`src/design/position_command_ramp_smoother_assert.svh`:
```
// Assertion macros for the position command ramp smoother.
// Included by the top level; needs clk and rst_n in scope.
`ifndef POSITION_COMMAND_RAMP_SMOOTHER_ASSERT_SVH
`define POSITION_COMMAND_RAMP_SMOOTHER_ASSERT_SVH

// Same-cycle implication, disabled during reset.
`define PCRS_ASSERT_IMP(label, ante, cons) \
    label: assert property (@(posedge clk) disable iff (!rst_n) (ante) |-> (cons)) \
        else $error("pcrs assertion failed");

// Next-cycle implication, disabled during reset.
`define PCRS_ASSERT_NEXT(label, ante, cons) \
    label: assert property (@(posedge clk) disable iff (!rst_n) (ante) |=> (cons)) \
        else $error("pcrs assertion failed");

`endif

```
`src/design/pcrs_pkg.sv`:
```
// Shared widths and register indexes for the position command ramp smoother.
// No dependencies.
package pcrs_pkg;

    localparam int CMD_W  = 32;
    localparam int RAMP_W = 16;
    localparam int REM_W  = RAMP_W + 1;
    localparam int CNT_W  = $clog2(CMD_W);
    localparam int IDX_W  = 1;

    localparam logic [IDX_W-1:0] REG_SMOOTH_ENABLE = 1'b0;
    localparam logic [IDX_W-1:0] REG_RAMP_STEPS    = 1'b1;

    typedef logic [CMD_W-1:0] cmd_t;

endpackage

```
`src/design/position_command_ramp_smoother.sv`:
```
// Position command ramp smoother: one smoothed command for each servo tick.
// Depends on pcrs_pkg and position_command_ramp_smoother_assert.svh.
//
// A tick that holds, steps along a ramp, or passes through (smoothing off)
// has its result in the output register the cycle after transfer in. A tick
// whose command differs from the previous one starts a ramp: the gap is
// divided by ramp_steps in a restoring divider that shares one 17-bit
// subtract and compare over 32 iterations, then a finish state applies the
// step. The input stalls while a division runs and while a finished result
// waits in the output register. Write configuration only while idle.
module position_command_ramp_smoother
    import pcrs_pkg::*;
(
    input  logic              clk,
    input  logic              rst_n,
    input  logic              wr_en,
    input  logic [IDX_W-1:0]  wr_index,
    input  logic [RAMP_W-1:0] wr_data,
    input  logic              in_valid,
    output logic              in_stall,
    input  cmd_t              position_command,
    output logic              out_valid,
    input  logic              out_stall,
    output cmd_t              smoothed_command
);

    localparam logic [1:0] ST_IDLE = 2'd0;
    localparam logic [1:0] ST_DIV  = 2'd1;
    localparam logic [1:0] ST_FIN  = 2'd2;

    logic [1:0]               state_reg, state_next;
    logic [CNT_W-1:0]         cnt_reg, cnt_next;
    logic                     en_reg;
    logic [RAMP_W-1:0]        ramp_reg;
    cmd_t                     cur_reg, cur_next;
    cmd_t                     prev_reg, prev_next;
    logic signed [CMD_W-1:0]  step_reg, step_next;
    logic signed [REM_W-1:0]  left_reg, left_next;
    cmd_t                     cmd_reg, cmd_next;
    logic                     neg_reg, neg_next;
    logic [RAMP_W-1:0]        div_reg, div_next;
    cmd_t                     quo_reg, quo_next;
    logic [RAMP_W-1:0]        rem_reg, rem_next;
    logic                     out_valid_reg, out_valid_next;
    cmd_t                     out_reg, out_next;

    logic                     in_xfer;
    logic                     out_free;
    cmd_t                     gap;
    logic [REM_W-1:0]         trial;
    logic                     fits;
    cmd_t                     corr_run;
    cmd_t                     stepped;
    logic signed [CMD_W-1:0]  q_signed;
    logic signed [REM_W-1:0]  r_signed;
    cmd_t                     corr_fin;
    cmd_t                     fin_out;

    assign out_free         = !out_valid_reg || !out_stall;
    assign in_stall         = (state_reg != ST_IDLE) || !out_free;
    assign in_xfer          = in_valid && !in_stall;
    assign out_valid        = out_valid_reg;
    assign smoothed_command = out_reg;

    assign gap = position_command - cur_reg;

    // Shared divider iteration: shift in one dividend bit, trial subtract.
    assign trial = {rem_reg, quo_reg[CMD_W-1]};
    assign fits  = trial >= {1'b0, div_reg};

    // Ramp tick: step plus the pending +/-1 correction.
    assign corr_run = (left_reg > 0) ? cmd_t'(1) :
                      (left_reg < 0) ? '1 : '0;
    assign stepped  = cur_reg + cmd_t'(step_reg) + corr_run;

    // Division result with signs restored, truncated toward zero.
    assign q_signed = neg_reg ? -$signed(quo_reg) : $signed(quo_reg);
    assign r_signed = neg_reg ? -$signed({1'b0, rem_reg}) : $signed({1'b0, rem_reg});
    assign corr_fin = (r_signed > 0) ? cmd_t'(1) :
                      (r_signed < 0) ? '1 : '0;
    assign fin_out  = cur_reg + cmd_t'(q_signed) + corr_fin;

    always_comb
    begin
        state_next     = state_reg;
        cnt_next       = cnt_reg;
        cur_next       = cur_reg;
        prev_next      = prev_reg;
        step_next      = step_reg;
        left_next      = left_reg;
        cmd_next       = cmd_reg;
        neg_next       = neg_reg;
        div_next       = div_reg;
        quo_next       = quo_reg;
        rem_next       = rem_reg;
        out_valid_next = out_valid_reg && out_stall;
        out_next       = out_reg;

        case (state_reg)
            ST_IDLE:
            begin
                if (in_xfer)
                begin
                    if (!en_reg)
                    begin
                        cur_next       = position_command;
                        prev_next      = position_command;
                        out_next       = position_command;
                        out_valid_next = 1'b1;
                    end
                    else if (position_command != prev_reg)
                    begin
                        // New target: start the division of the gap.
                        cmd_next   = position_command;
                        neg_next   = gap[CMD_W-1];
                        quo_next   = gap[CMD_W-1] ? (~gap + cmd_t'(1)) : gap;
                        rem_next   = '0;
                        div_next   = (ramp_reg == '0) ? RAMP_W'(1) : ramp_reg;
                        cnt_next   = '0;
                        state_next = ST_DIV;
                    end
                    else
                    begin
                        if (cur_reg != position_command)
                        begin
                            cur_next = stepped;
                            if (left_reg > 0)
                                left_next = left_reg - REM_W'(1);
                            else if (left_reg < 0)
                                left_next = left_reg + REM_W'(1);
                            // Clamp where the step would pass the command.
                            if (step_reg > 0)
                            begin
                                if ($signed(position_command) < $signed(stepped))
                                    cur_next = position_command;
                            end
                            else
                            begin
                                if ($signed(position_command) > $signed(stepped))
                                    cur_next = position_command;
                            end
                        end
                        prev_next      = position_command;
                        out_next       = cur_next;
                        out_valid_next = 1'b1;
                    end
                end
            end
            ST_DIV:
            begin
                rem_next = fits ? RAMP_W'(trial - {1'b0, div_reg}) : trial[RAMP_W-1:0];
                quo_next = {quo_reg[CMD_W-2:0], fits};
                cnt_next = cnt_reg + CNT_W'(1);
                if (cnt_reg == CNT_W'(CMD_W - 1))
                    state_next = ST_FIN;
            end
            ST_FIN:
            begin
                // Hold until the output register is free.
                if (out_free)
                begin
                    step_next = q_signed;
                    if (r_signed > 0)
                        left_next = r_signed - REM_W'(1);
                    else if (r_signed < 0)
                        left_next = r_signed + REM_W'(1);
                    else
                        left_next = r_signed;
                    cur_next       = fin_out;
                    prev_next      = cmd_reg;
                    out_next       = fin_out;
                    out_valid_next = 1'b1;
                    state_next     = ST_IDLE;
                end
            end
            default:
            begin
                state_next = ST_IDLE;
            end
        endcase
    end

    always_ff @(posedge clk or negedge rst_n)
    begin
        if (!rst_n)
        begin
            state_reg     <= ST_IDLE;
            cnt_reg       <= '0;
            en_reg        <= 1'b0;
            ramp_reg      <= RAMP_W'(1);
            cur_reg       <= '0;
            prev_reg      <= '0;
            step_reg      <= '0;
            left_reg      <= '0;
            out_valid_reg <= 1'b0;
        end
        else
        begin
            state_reg     <= state_next;
            cnt_reg       <= cnt_next;
            cur_reg       <= cur_next;
            prev_reg      <= prev_next;
            step_reg      <= step_next;
            left_reg      <= left_next;
            out_valid_reg <= out_valid_next;
            if (wr_en)
            begin
                case (wr_index)
                    REG_SMOOTH_ENABLE: en_reg   <= wr_data[0];
                    REG_RAMP_STEPS:    ramp_reg <= wr_data;
                    default:           ;
                endcase
            end
        end
    end

    always_ff @(posedge clk)
    begin
        cmd_reg <= cmd_next;
        neg_reg <= neg_next;
        div_reg <= div_next;
        quo_reg <= quo_next;
        rem_reg <= rem_next;
        out_reg <= out_next;
    end

`include "position_command_ramp_smoother_assert.svh"

    `PCRS_ASSERT_IMP(a_div_stalls, state_reg != ST_IDLE, in_stall)
    `PCRS_ASSERT_NEXT(a_xfer_makes_work, in_xfer, out_valid_reg || state_reg == ST_DIV)
    `PCRS_ASSERT_NEXT(a_div_ends, state_reg == ST_DIV && cnt_reg == CNT_W'(CMD_W - 1),
        state_reg == ST_FIN)
    `PCRS_ASSERT_IMP(a_rem_below_div, state_reg == ST_FIN, rem_reg < div_reg)

endmodule
```
`config.mk`:
```
export PLATFORM = sky130hd
export DESIGN_NAME = position_command_ramp_smoother
export DESIGN_NICKNAME = d
export VERILOG_FILES = /design/src/design/pcrs_pkg.sv /design/src/design/position_command_ramp_smoother.sv
export VERILOG_INCLUDE_DIRS = /design/src /design/src/design
export SDC_FILE = /design/constraint.sdc
export NUM_CORES = 1
export LEC_CHECK = 0
export BUFFER_PORTS_ARGS = -buffer_cell sky130_fd_sc_hd__buf_4
export CORE_ASPECT_RATIO = 1.25
export CORE_MARGIN = 1
export CORE_UTILIZATION = 32
export DETAILED_ROUTE_END_ITERATION = 7
export GPL_TIMING_DRIVEN = 0
export PLACE_DENSITY = 0.57
export SYNTH_ARGS = -nofsm -noshare
export SYNTH_HDL_FRONTEND = slang
export SYNTH_SLANG_ARGS = --single-unit
```
`constraint.sdc`:
```
create_clock -name clk -period 9.82 [get_ports clk]
set_input_delay 0.491 -clock clk [delete_from_list [all_inputs] [get_ports clk]]
set_output_delay 0.491 -clock clk [all_outputs]
set_load 0.01 [all_outputs]
```
# After elaboration in Yosys (flattened, before gate mapping)
# Index checks and enable logic that the tools add are counted.
word_totals:
  regBits: 267
  input_bits: 54
  out_inout_bits: 34
  elab_cells: 129
op_classes:
  add_sub_neg: 14
  order_cmp: 8
  n_eq_ne: 14
  muxes: 55
  n_bitwise: 2
  n_reduce_logical: 21
op_table:
  columns: ["op", "count"]
  rows:
  - ["32-bit two-way mux", 21]
  - ["32-bit one-hot mux with 2 select lines", 3]
  - ["17-bit two-way mux", 10]
  - ["32-bit adder", 4]
  - ["16-bit two-way mux", 4]
  - ["32-bit inequality test", 2]
  - ["17-bit by 2-bit adder with 17-bit output (second input constant)", 2]
  - ["17-bit by 1-bit greater-than comparator with 1-bit output (second input constant)", 2]
  - ["17-bit by 1-bit less-than comparator with 1-bit output (second input constant)", 2]
  - ["17-bit one-hot mux with 2 select lines", 1]
  - ["17-bit by 2-bit subtractor with 17-bit output (second input constant)", 2]
  - ["32-bit by 1-bit adder with 32-bit output (second input constant)", 1]
  - ["32-bit by 1-bit greater-than comparator with 1-bit output (second input constant)", 1]
  - ["32-bit greater-than comparator", 1]
  - ["32-bit less-than comparator", 1]
  - ["32-bit negation", 1]
  - ["32-bit NOT", 1]
  - ["16-bit one-hot mux with 2 select lines", 1]
  - ["32-bit subtractor", 1]
  - ["17-bit by 16-bit greater-or-equal comparator with 1-bit output", 1]
  - ["16-bit negation with 17-bit output", 1]
  - ["16-bit zero test", 1]
  - ["16-bit subtractor", 1]
  - ["5-bit two-way mux", 3]
  - ["other kinds (21)", 46]

# Logic depth before layout (Yosys ltp)
logic_depth:
  ltp_word: 12
  ltp_mapped: 30
  mapped_depth_nobuf: 28

# Worst setup path before layout
# Ideal clock, no wire load.
synth_path:
  path_kind: "in2reg"
  start: "in out_stall"
  end: "reg cnt_reg[3]"
  setup_time_ns: 0.325
  arrival_time_ns: 7.793
  t_required_ns: 9.495
  slack_ns: 1.702
  cell_stages: 8
  n_path_buf: 0
  path_cell_list: "and2_1 or3_1 a211oi_1 nor2_1 nor2_1 nand4_1 xor2_1 nor2_1"
synth_via:
  elab_chain_len: 8
synth_lines:
  columns: ["item", "line", "text"]
  rows:
  - ["start: declaration", "position_command_ramp_smoother.sv:23", "input logic out_stall,"]
  - ["1-bit zero test", "position_command_ramp_smoother.sv:59", "assign out_free = !out_valid_reg || !out_stall;"]
  - ["1-bit logical OR", "position_command_ramp_smoother.sv:59", null]
  - ["1-bit zero test", "position_command_ramp_smoother.sv:60", "assign in_stall = (state_reg != ST_IDLE) || !out_free;"]
  - ["1-bit logical OR", "position_command_ramp_smoother.sv:60", null]
  - ["via in_stall", "position_command_ramp_smoother.sv:20", "output logic in_stall,"]
  - ["1-bit zero test", "position_command_ramp_smoother.sv:61", "assign in_xfer = in_valid && !in_stall;"]
  - ["1-bit logical AND", "position_command_ramp_smoother.sv:61", null]
  - ["2-bit inequality test (no source line)", null, null]
  - ["4-bit AND reduction (no source line)", null, null]
  - ["end signal: assignment", "position_command_ramp_smoother.sv:200", "cnt_reg <= cnt_next;"]
  - ["end: declaration", "position_command_ramp_smoother.sv:32", "logic [CNT_W-1:0] cnt_reg, cnt_next;"]
# The timed path passes the listed nets, and every way through them passes these cells.
# A chain may end at the register's enable or synchronous reset.

# Final worst setup path
layout_path:
  start: "reg left_reg[9]"
  end: "reg out_reg[16], in the netlist smoothed_command[16], data pin"
layout_via:
  elab_chain_len: 12
  elab_cells_between_ends: 15
  classes_between: "add/sub (1); order compare (4); mux (10)"
layout_lines:
  columns: ["item", "line", "text"]
  rows:
  - ["start: declaration", "position_command_ramp_smoother.sv:38", "logic signed [REM_W-1:0] left_reg, left_next;"]
  - ["start signal: assignment", "position_command_ramp_smoother.sv:204", "left_reg <= left_next;"]
  - ["17-bit by 1-bit less-than comparator with 1-bit output", "position_command_ramp_smoother.sv:73", "(left_reg < 0) ? '1 : '0;"]
  - ["32-bit two-way mux", "position_command_ramp_smoother.sv:73", null]
  - ["32-bit two-way mux (*)", "position_command_ramp_smoother.sv:72", "assign corr_run = (left_reg > 0) ? cmd_t'(1) :"]
  - ["32-bit adder (*)", "position_command_ramp_smoother.sv:74", "assign stepped = cur_reg + cmd_t'(step_reg) + corr_run;"]
  - ["32-bit greater-than comparator / 32-bit less-than comparator (equally long branches)", "position_command_ramp_smoother.sv:139, position_command_ramp_smoother.sv:134", null]
  - ["32-bit two-way mux, on equally long branches", "position_command_ramp_smoother.sv:139, position_command_ramp_smoother.sv:134", null]
  - ["32-bit two-way mux (*)", "position_command_ramp_smoother.sv:132", "if (step_reg > 0)"]
  - ["32-bit two-way mux (*)", "position_command_ramp_smoother.sv:124", "if (cur_reg != position_command)"]
  - ["32-bit two-way mux (*) (3 in a row)", null, null]
  - ["32-bit one-hot mux with 2 select lines (*)", null, null]
  - ["via cur_next[16]", "position_command_ramp_smoother.sv:35", "cmd_t cur_reg, cur_next;"]
  - ["end signal: assignment", "position_command_ramp_smoother.sv:224", "out_reg <= out_next;"]
  - ["end: declaration", "position_command_ramp_smoother.sv:45", "cmd_t out_reg, out_next;"]
# Mark *: on every way through the listed nets, which the timed path passes. The rest lies on a longest branch. The select of a mux whose other input is x is not followed.

==> metrics.cfg <==
[detailed_routing]
drc_errors=1
vias_per_cell=5.41
routed_wl_mm=79.2
drtAntennaViolNets=0
dr.pass1.iters=8
drt_iter0_markers=1515
dr_total_vias=19733
routedWlPerCell_um=21.7

[global_route]
grt-ovfl-total=0
grt_use_total_pct=21.9
grt_pass1_vias=19418
grt_pass1_wl_mm=118
antenna_found_initial=1
grt_max_degree=96

[clock_tree]
cts.sinks=267
post_cts_resize_count=0
clkLatencyLatePin_ns=0.61
cts_htree_levels=1
clockRootBuffer=clkbuf_16
cts_tree=done
clk_pin_slew_ns=0.07
cts_buffer_depth=3
cts_inserted_buffers=31

[critical_path]
crit_type=flop to flop
critical_path.slowest_cell=nor3_1
cp-start-kind=flop
crit_required_ns=10.13
cp-end-kind=flop
critPathArrivalTime_ns=9.77
r2r_slack_ns=0.35
crit_fanout=9
cpPeakStageDelay_ns=0.81

[synth]
syn_area_mm2=0.0226
synth_ff_type=dfrtp_1
async_flop_share_pct=51.7
synth_cell_type_count=78
ys_seq_area_share_pct=32.5
ys_ff_latch=267
avgSynthCellArea_um2=8.81
syn_inst=2562
yosys_warnings=0
synth-edff-count=129
synth_nets=2841

[die]
initial_utilization_pct=32.4
die_x_um=240
core_area_mm2=0.0696
dieArea_mm2=0.0716
die_y_um=299
io_pins=88
rows=108

[placed_design]
io_buffers=87
dpl.hpwl_mm=64.4
place_ws_ns=0.585
globalplace.congestion=0.957

[worst_hold_path]
hold_class=primary input to flop

[run]
cap_violations=0

[sta]
fin_crit_sh_pct=96.4
worstMarginPinSlew_ns=1.23
final_hold_viol_count=0
setup_slack_ns=0.353
rsz0062_at_grt=false
finalMaxSlewViolations=0
setup_viol=0
slew_headroom_pct=17.0
fmax_mhz=106
post-route-min-period_ns=9.47
clock_skew_ns=0.0142

[cells_and_area]
areaGrowthSynthToFinish_pct=13.7
antenna_cells=0
drive_above_1_share_pct=7.77
fin_nets=2970
nFillCells=7116

[outcome]
violations=DRC
status=finished with violations

[synthesized netlist by cell type, types with 10 or more instances]
master    instances  share of area, %
nand2b_1         25              0.69
or3_1            20              0.55
nor2b_1          20              0.55
o41ai_1          10              0.39
nand3_1          41              0.91
o21bai_1         18              0.60
clkbuf_1        110               1.8
edfxtp_1        129                17
a21oi_1         145               3.2
nor4_1           32              0.89
o21a_1           13              0.43
a21o_1           70               2.3
dfrtp_1         137                15
xnor2_1         117               4.5
fa_1             67               5.9
nand4_1          44               1.2
a31oi_1          87               2.4
o211ai_1         17              0.57
xor2_1          114               4.4
a21boi_0         13              0.43
a211oi_1         16              0.53
nor3_1           46               1.0
o21ai_0         185               4.1
o31ai_1          34               1.1
or4_1            15              0.50
mux2_2           22               1.1
ha_1            158               8.8
or2_2            13              0.36
a31o_2           10              0.39
o221ai_1         15              0.58
nand2_1         260               4.3
inv_1           178               3.0
nor2_1          206               3.4
and3_1           32              0.89
mux2i_1          27               1.2
[cell usage in the layout, fill, tap and decap left out, drive strengths merged, types with 11 or more instances in the layout]
cell type and count:
xnor2 117, nor4 32, a21o 70, clkinv 11, xor2 114, edfxtp 129, fa 67, nand2 260
o21ai 189, o221ai 15, a31oi 87, or4 18, inv 181, nor3 46, mux2i 27, a21boi 13
or3 22, dfrtp 137, ha 158, nand2b 25, a211oi 16, and3 32, nand3 41, mux2 22
buf 102, nor2b 20, o21bai 18, o31ai 35, clkbuf 149, nor2 206, or2 13, o211ai 17
a21oi 146, nand4 44, o21a 13
[stage by stage]
step                TNS [ns]  cell area, um^2  utilization [%]  cells  hold slack, ns
floorplan                  0            22600                -   2562           0.195
finish                     0            25600             36.9   3650           0.117
detailed placement         0            24600             35.3   3592           0.436
global route               0            25600             36.9   3650          0.0997
CTS                        0            25600             36.9   3650          0.0818
global placement      -95.72            24400             35.0   3584           0.492
[critical path: cells and delay by family (launching register included)]
family                     cells  cell delay, ns
xor gates and xnor gates       1            0.28
buffers and inverters          2            0.30
adders and majority gates      4            1.22
and+or+nand+nor                9            3.28
AOI/OAI and AO/OA             12            3.42
muxes                          1            0.23
DFF                            1            0.41
[final timing paths]
kind | startpoint | end | cells past startpoint
worst max-delay path | left_reg[9]$_DFFE_PN0P_ | smoothed_command[16]$_DFFE_PP_ | 29
worst min-delay path | wr_data[1] | ramp_reg[1]$_DFFE_PN0P_ | 2
worst max register to register | left_reg[9]$_DFFE_PN0P_ | smoothed_command[16]$_DFFE_PP_ | 29
worst min register to register | cnt_reg[0]$_DFFE_PN0P_ | cnt_reg[0]$_DFFE_PN0P_ | 1
max in group asynchronous | rst_n | ramp_reg[11]$_DFFE_PN0P_ | 3
min in group asynchronous | rst_n | step_reg[9]$_DFFE_PN0P_ | 2
[per-layer routing]
layer  vias up  global-route usage [%]  wire length (um)
met5         -                       0                 0
met4         0                    11.6              4570
li1       9488                       -                 -
met1      9410                    26.1             31500
met3       194                    1.92              3870
met2       641                    38.7             39200
[timing repair]
item                                   CTS  global route
hold buffers                             1             0
setup buffers                            0             0
endpoints found under the hold margin   43             0
[cell families after synthesis]
group	after synthesis	share of synthesized area [%]
xor gates and xnor gates	232	9.07
DFF	267	32.5
adders and majority gates	225	14.7
and+or+nand+nor	782	16.4
muxes	49	2.30
buffers and inverters	296	4.93
AOI/OAI and AO/OA	711	20.1
[layout make-up]
cell class                      count  area [um^2]  area share, %
Multi-Input combinational cell   1999        14200           55.2
Inverter                          179          672           2.62
Clock inverter                     18          200          0.781
Buffer                            117          443           1.73
Timing Repair Buffer               96          836           3.26
Tap cell                          935         1170           4.56
Sequential cell                   267         7330           28.6
Clock buffer                       39          848           3.31
Power is left out: the tool's default activity adds up to more than one toggle a clock period on the data nets, which glitch-free logic cannot reach.
